### src/rtl/fet_pkg.sv
package fet_pkg;

  localparam int SLOTS = 8;
  localparam int IDX_W = (SLOTS > 1) ? $clog2(SLOTS) : 1;
  localparam int CNT_W = $clog2(SLOTS + 1);

  localparam logic [1:0] OP_RECORD  = 2'd0;
  localparam logic [1:0] OP_TAKE    = 2'd1;
  localparam logic [1:0] OP_DISCARD = 2'd2;

  localparam logic [1:0] ST_SUCCESS  = 2'd0;
  localparam logic [1:0] ST_FULL     = 2'd1;
  localparam logic [1:0] ST_NO_MATCH = 2'd2;
  localparam logic [1:0] ST_AMBIG    = 2'd3;

  typedef struct packed {
    logic [15:0] dest_network;
    logic [15:0] dest_node;
    logic [15:0] hop_network;
    logic [15:0] hop_node;
    logic [15:0] up_network;
    logic [15:0] up_node;
  } rec_t;

  typedef enum logic [1:0] {
    S_IDLE,
    S_SCAN,
    S_COMMIT
  } state_t;

  typedef struct packed {
    logic load;
    logic step;
    logic commit;
  } cmd_t;

  typedef struct packed {
    logic scan_last;
    logic out_free;
  } stat_t;

endpackage

### src/rtl/fet_ctrl.sv
module fet_ctrl (
  input  logic          clk,
  input  logic          rst,
  input  logic          in_valid,
  output logic          in_ready,
  input  fet_pkg::stat_t stat,
  output fet_pkg::cmd_t  cmd
);
  import fet_pkg::*;

  state_t state, state_next;

  always_ff @(posedge clk) begin
    if (rst) begin
      state <= S_IDLE;
    end else begin
      state <= state_next;
    end
  end

  always_comb begin
    state_next = state;
    cmd        = '0;
    in_ready   = 1'b0;
    unique case (state)
      S_IDLE: begin
        in_ready = 1'b1;
        if (in_valid) begin
          cmd.load   = 1'b1;
          state_next = S_SCAN;
        end
      end
      S_SCAN: begin
        cmd.step = 1'b1;
        if (stat.scan_last) begin
          state_next = S_COMMIT;
        end
      end
      S_COMMIT: begin
        // wait until the output register can take the result
        if (stat.out_free) begin
          cmd.commit = 1'b1;
          state_next = S_IDLE;
        end
      end
      default: begin
        state_next = S_IDLE;
      end
    endcase
  end

endmodule

### src/rtl/fet_dpath.sv
module fet_dpath (
  input  logic          clk,
  input  logic          rst,
  input  fet_pkg::cmd_t  cmd,
  output fet_pkg::stat_t stat,
  input  logic [1:0]    operation,
  input  logic [15:0]   dest_network,
  input  logic [15:0]   dest_node,
  input  logic [15:0]   hop_network,
  input  logic [15:0]   hop_node,
  input  logic [15:0]   up_network,
  input  logic [15:0]   up_node,
  output logic          out_valid,
  input  logic          out_ready,
  output logic [1:0]    status,
  output logic [15:0]   found_up_network,
  output logic [15:0]   found_up_node
);
  import fet_pkg::*;

  rec_t             recs [SLOTS];
  logic [SLOTS-1:0] valid;

  logic [1:0]       op;
  rec_t             query;
  logic [CNT_W-1:0] cnt;

  logic             free_found;
  logic [IDX_W-1:0] free_idx;
  logic             dup;
  logic             exact_found;
  logic [IDX_W-1:0] exact_idx;
  logic             first_found;
  logic [IDX_W-1:0] first_idx;
  logic [31:0]      first_up;
  logic             conflict;

  logic [IDX_W-1:0] idx;
  rec_t             cur;
  logic             cur_valid;
  logic             path_hit;
  logic             full_hit;

  assign idx       = cnt[IDX_W-1:0];
  assign cur       = recs[idx];
  assign cur_valid = valid[idx];
  assign path_hit  = cur_valid &&
                     cur.dest_network == query.dest_network &&
                     cur.dest_node    == query.dest_node &&
                     cur.hop_network  == query.hop_network &&
                     cur.hop_node     == query.hop_node;
  assign full_hit  = path_hit && cur.up_network == query.up_network &&
                     cur.up_node == query.up_node;

  assign stat.scan_last = (cnt == CNT_W'(SLOTS - 1));
  assign stat.out_free  = !out_valid || out_ready;

  // query latch and scan
  always_ff @(posedge clk) begin
    if (rst) begin
      cnt         <= '0;
      free_found  <= 1'b0;
      dup         <= 1'b0;
      exact_found <= 1'b0;
      first_found <= 1'b0;
      conflict    <= 1'b0;
    end else if (cmd.load) begin
      op          <= operation;
      query       <= '{dest_network, dest_node, hop_network, hop_node, up_network, up_node};
      cnt         <= '0;
      free_found  <= 1'b0;
      dup         <= 1'b0;
      exact_found <= 1'b0;
      first_found <= 1'b0;
      conflict    <= 1'b0;
    end else if (cmd.step) begin
      cnt <= cnt + CNT_W'(1);
      if (!cur_valid && !free_found) begin
        free_found <= 1'b1;
        free_idx   <= idx;
      end
      if (full_hit) begin
        dup <= 1'b1;
        if (!exact_found) begin
          exact_found <= 1'b1;
          exact_idx   <= idx;
        end
      end
      if (path_hit) begin
        if (!first_found) begin
          first_found <= 1'b1;
          first_idx   <= idx;
          first_up    <= {cur.up_network, cur.up_node};
        end else if ({cur.up_network, cur.up_node} != first_up) begin
          conflict <= 1'b1;
        end
      end
    end
  end

  // table update and result word
  always_ff @(posedge clk) begin
    if (rst) begin
      valid     <= '0;
      out_valid <= 1'b0;
    end else begin
      if (cmd.commit) begin
        out_valid <= 1'b1;
        if (op == OP_TAKE && first_found && !conflict) begin
          found_up_network <= first_up[31:16];
          found_up_node    <= first_up[15:0];
        end else begin
          found_up_network <= '0;
          found_up_node    <= '0;
        end
        case (op)
          OP_RECORD: begin
            if (dup) begin
              status <= ST_SUCCESS;
            end else if (free_found) begin
              recs[free_idx]  <= query;
              valid[free_idx] <= 1'b1;
              status          <= ST_SUCCESS;
            end else begin
              status <= ST_FULL;
            end
          end
          OP_TAKE: begin
            if (!first_found) begin
              status <= ST_NO_MATCH;
            end else if (conflict) begin
              status <= ST_AMBIG;
            end else begin
              valid[first_idx] <= 1'b0;
              status           <= ST_SUCCESS;
            end
          end
          OP_DISCARD: begin
            if (exact_found) begin
              valid[exact_idx] <= 1'b0;
              status           <= ST_SUCCESS;
            end else begin
              status <= ST_NO_MATCH;
            end
          end
          default: begin
            status <= ST_NO_MATCH;
          end
        endcase
      end else if (out_valid && out_ready) begin
        out_valid <= 1'b0;
      end
    end
  end

endmodule

### src/rtl/forward_evidence_table.sv
// a result is valid once its word is latched, every slot has been scanned in turn
// and the result has been committed into the output register, which waits until that register is free
// the scan checks one slot per cycle; the next word is taken while the previous result
// waits in the output register, but a new commit stalls until that result is taken
// reset: synchronous, clears all slot valid bits, the controller and the output valid
module forward_evidence_table (
  input  logic        clk,
  input  logic        rst,
  input  logic        in_valid,
  output logic        in_ready,
  input  logic [1:0]  operation,
  input  logic [15:0] dest_network,
  input  logic [15:0] dest_node,
  input  logic [15:0] hop_network,
  input  logic [15:0] hop_node,
  input  logic [15:0] up_network,
  input  logic [15:0] up_node,
  output logic        out_valid,
  input  logic        out_ready,
  output logic [1:0]  status,
  output logic [15:0] found_up_network,
  output logic [15:0] found_up_node
);
  import fet_pkg::*;

  cmd_t  cmd;
  stat_t stat;

  fet_ctrl u_ctrl (
    .clk      (clk),
    .rst      (rst),
    .in_valid (in_valid),
    .in_ready (in_ready),
    .stat     (stat),
    .cmd      (cmd)
  );

  fet_dpath u_dpath (
    .clk              (clk),
    .rst              (rst),
    .cmd              (cmd),
    .stat             (stat),
    .operation        (operation),
    .dest_network     (dest_network),
    .dest_node        (dest_node),
    .hop_network      (hop_network),
    .hop_node         (hop_node),
    .up_network       (up_network),
    .up_node          (up_node),
    .out_valid        (out_valid),
    .out_ready        (out_ready),
    .status           (status),
    .found_up_network (found_up_network),
    .found_up_node    (found_up_node)
  );

endmodule
### config.mk
export PLATFORM = sky130hd
export DESIGN_NAME = forward_evidence_table
export DESIGN_NICKNAME = d
export VERILOG_FILES = /design/src/rtl/fet_pkg.sv /design/src/rtl/fet_ctrl.sv /design/src/rtl/fet_dpath.sv /design/src/rtl/forward_evidence_table.sv
export SDC_FILE = /design/constraint.sdc
export NUM_CORES = 1
export LEC_CHECK = 0
export BUFFER_PORTS_ARGS = -buffer_cell sky130_fd_sc_hd__buf_2
export CORE_MARGIN = 4
export CORE_UTILIZATION = 55
export CTS_CLUSTER_DIAMETER = 30
export CTS_CLUSTER_SIZE = 12
export DETAILED_ROUTE_END_ITERATION = 10
export GPL_TIMING_DRIVEN = 0
export PLACE_DENSITY = 0.72
export SYNTH_ARGS = -nofsm -noshare
export SYNTH_HDL_FRONTEND = slang
export SYNTH_HIERARCHICAL = 1
export SYNTH_SLANG_ARGS = --single-unit
export TNS_END_PERCENT = 10
### constraint.sdc
create_clock -name clk -period 14.3 [get_ports clk]
set_clock_uncertainty 0.05 [all_clocks]
set_input_delay 2.86 -clock clk [delete_from_list [all_inputs] [get_ports clk]]
set_output_delay 2.86 -clock clk [all_outputs]
set_load 0.05 [all_outputs]
==> impl_metrics.py <==
metrics = {
    "global_route": {
        "grt_pass1_wl_um": 122000,
        "grt_pass1_vias": 19600,
        "grt_max_degree": 37,
        "grt-ovfl-total": 0,
        "grt_usage_pct": 23.5,
        "antenna_found_initial": 1,
    },
    "route": {
        "drt-total-wl_um": 81800,
        "drcViolationCount": 0,
        "drtAntennaViolNets": 0,
        "drtIter0Drc": 1948,
        "via_per_inst": 5.98,
        "post_drt_wl_per_cell_um": 26.6,
        "vias": 18400,
        "drt_first_pass_iters": 5,
    },
    "logic_synthesis": {
        "synth_area_sq_um": 36900,
        "synth_edf_count": 941,
        "ys_seq_area_share_pct": 77.7,
        "synth_area_leaders": "edfxtp_1 (77%), mux4_2 (11%), mux2i_1 (2.8%)",
        "syn_nets": 1834,
        "yosysTopAreaCell": "edfxtp_1",
        "async_flop_share_pct": 0,
        "ys_warn_count": 6,
        "synthFlopType": "edfxtp_1",
        "avgSynthCellArea_sq_um": 21.4,
        "synthCells": 1727,
        "synth.ff_latch_count": 963,
        "synth_top_area_share_pct": 76.5,
        "synthDistinctLibCells": 54,
    },
    "worst_setup_path": {
        "required_ps": 14670,
        "start_kind": "primary input",
        "worstReg2RegEnd": "u_dpath/first_up[31]",
        "worstSetupPathType": "in2reg",
        "critPathCaptureType": "flip-flop",
        "crit_path_start": "out_ready",
        "reg2regPathDepth": 10,
        "r2r_slack_ps": 9080,
        "path_max_fanout": 36,
        "cp.arrival_ps": 6320,
        "crit_end": "u_dpath/recs[0][93]",
    },
    "outcome": {
        "run_status": "completed",
    },
    "floorplan": {
        "core_area_sq_um": 66200,
        "fp.dieH_um": 267,
        "die-area_sq_um": 71400,
        "rows": 94,
        "die_w_um": 267,
        "io_pins": 138,
        "start_util_pct": 55.8,
    },
    "final_layout": {
        "drive_above_1_share_pct": 30.8,
        "nets": 2187,
        "diodes": 0,
        "fillCellCount": 4072,
        "area_growth_pct": 22.1,
    },
    "job": {
        "cap_viol_max_count": 0,
    },
    "timing": {
        "fmax_mhz": 168,
        "post-route-period-util_pct": 41.6,
        "hold_viol_final": 0,
        "slew_viol_final": 0,
        "setup_viol": 0,
        "finalSetupTns_ps": 0,
        "fin_crit_ps": 5950,
        "worst_slack_ps": 8350,
        "slew_headroom_pct": 24.7,
        "tightest_slew_ps": 1130,
        "rsz0062_at_grt": "no",
    },
    "cts": {
        "cts_setup_buffers": 0,
        "clk_pin_slew_ps": 50,
        "root_buffer": "clkbuf_16",
        "ctsHoldBuffers": 0,
        "cts_buffer_depth": 3,
        "cts_made_buffers": 159,
        "clock-sinks": 963,
        "h-tree-depth": 4,
        "post_cts_resized": 0,
        "clk_latency_ps": 730,
        "cts_tree": "yes",
    },
    "power": {
        "leakagePower_nw": 15.3,
        "power.total_mw": 7.08,
        "p_per_area_nw_per_um2": 157,
        "ir_drop_mv": 0.113,
    },
    "placement": {
        "portBuffers": 137,
        "globalplace.congestion": 0.760,
        "pre_cts_slack_ps": 7620,
        "dp_hpwl_um": 51400,
    },
    "min_path": {
        "hold_path_class": "reg2reg",
    },
}
[registers in the layout (all words and copies together), names as in the netlist, 3 cells and up, named ones only]
name                      count
u_dpath/cnt                   4
u_dpath/exact_idx             3
u_dpath/first_up             32
u_dpath/first_idx             3
u_dpath/valid                 8
u_dpath/free_idx              3
u_dpath/recs                768
u_dpath/found_up_node        16
u_dpath/found_up_network     16
u_dpath/query                96
[cells by family after synthesis]
logic type | synth area share, %
buf+inv | 1.34
fa+ha+maj | 0.169
compound gates | 0.986
mux | 14.0
flops | 77.7
xor+xnor | 3.06
simple gates | 2.74
[cells in the final DEF, fill, tap and decap left out, drive strengths merged, types with 6 or more instances in the layout]
cell / n
bufinv: 20
nor2: 38
buf: 238
mux4: 180
clkinvlp: 16
inv: 53
mux2i: 105
a22oi: 8
xnor2: 68
nand2b: 12
nand4: 19
dfxtp: 22
clkinv: 62
and2: 33
nor3: 8
nand2: 32
edfxtp: 941
nor2b: 10
xor2: 61
nor4: 21
o21ai: 6
clkbuf: 204
mux2: 6
[metrics by stage]
stage	instances	instance area (sq um)	hold slack, ps	util (%)
2_1_floorplan	1727	36900	398	-
3_3_place_gp	2728	38700	418	58.4
3_5_place_dp	2783	39700	424	60.0
4_1_cts	3081	45100	435	68.1
5_1_grt	3081	45100	474	68.1
6_report	3081	45100	433	68.1
[layer usage]
layer / part of all wire [%] / GRT usage (%) / vias up
met5: 0 / 0 / -
li1: - / - / 7777
met1: 40 / 31.6 / 9726
met4: 2.6 / 9.14 / 0
met3: 7.1 / 4.92 / 147
met2: 50 / 38.3 / 784
[synthesized netlist by cell type (all sizes together), types with 5 or more instances]
cell	count
ha	5
a211oi	5
nor3	8
a22oi	8
mux4	180
nand2b	12
inv	39
mux2i	105
nand2	32
o2bb2ai	5
o22ai	5
and2	33
nor4	21
nor2b	10
xor2	61
clkbuf	18
dfxtp	22
xnor2	68
edfxtp	941
mux2	6
buf	46
o21ai	6
a21oi	5
nand4	19
nor2	38
[where the power goes]
| part | total, mW | internal, mW | switching [mW] |
|---|---|---|---|
| Combinational | 0.169 | 0.0785 | 0.0909 |
| Sequential | 3.13 | 3.10 | 0.0274 |
| Clock | 3.78 | 2.46 | 1.32 |
[cell type report]
| cell class | count | area, sq um | area share, % |
|---|---|---|---|
| repair buffers | 192 | 1630 | 3.61 |
| multi-input cells | 661 | 7820 | 17.3 |
| plain buffers | 64 | 350 | 0.777 |
| well taps | 864 | 1080 | 2.40 |
| flip-flops and latches | 963 | 28700 | 63.6 |
| inverters | 39 | 146 | 0.325 |
| clock buffers | 186 | 4180 | 9.28 |
| clock inverters | 112 | 1200 | 2.67 |
[worst min path at each step]
stage	start	to	slack [ps]	cells after the start
after detailed placement	u_dpath/conflict	u_dpath/conflict	420	2
after floorplan	u_dpath/conflict	u_dpath/conflict	400	2
after global routing	u_dpath/conflict	u_dpath/conflict	470	2
final	u_dpath/conflict	u_dpath/conflict	430	2
after CTS	u_dpath/conflict	u_dpath/conflict	440	2
after global placement	u_dpath/conflict	u_dpath/conflict	420	2
[worst max-delay path: stages]
cell and delay, ps:
buf_2 70, nand2b_1 150, nand2_1 70, nor2_1 80, inv_1 100, nor2_4 730, nand4b_1 560, nor3_2 850
buf_8 240, buf_8 160, buf_6 190, buf_4 230
Power figures use the tool's default switching activity.
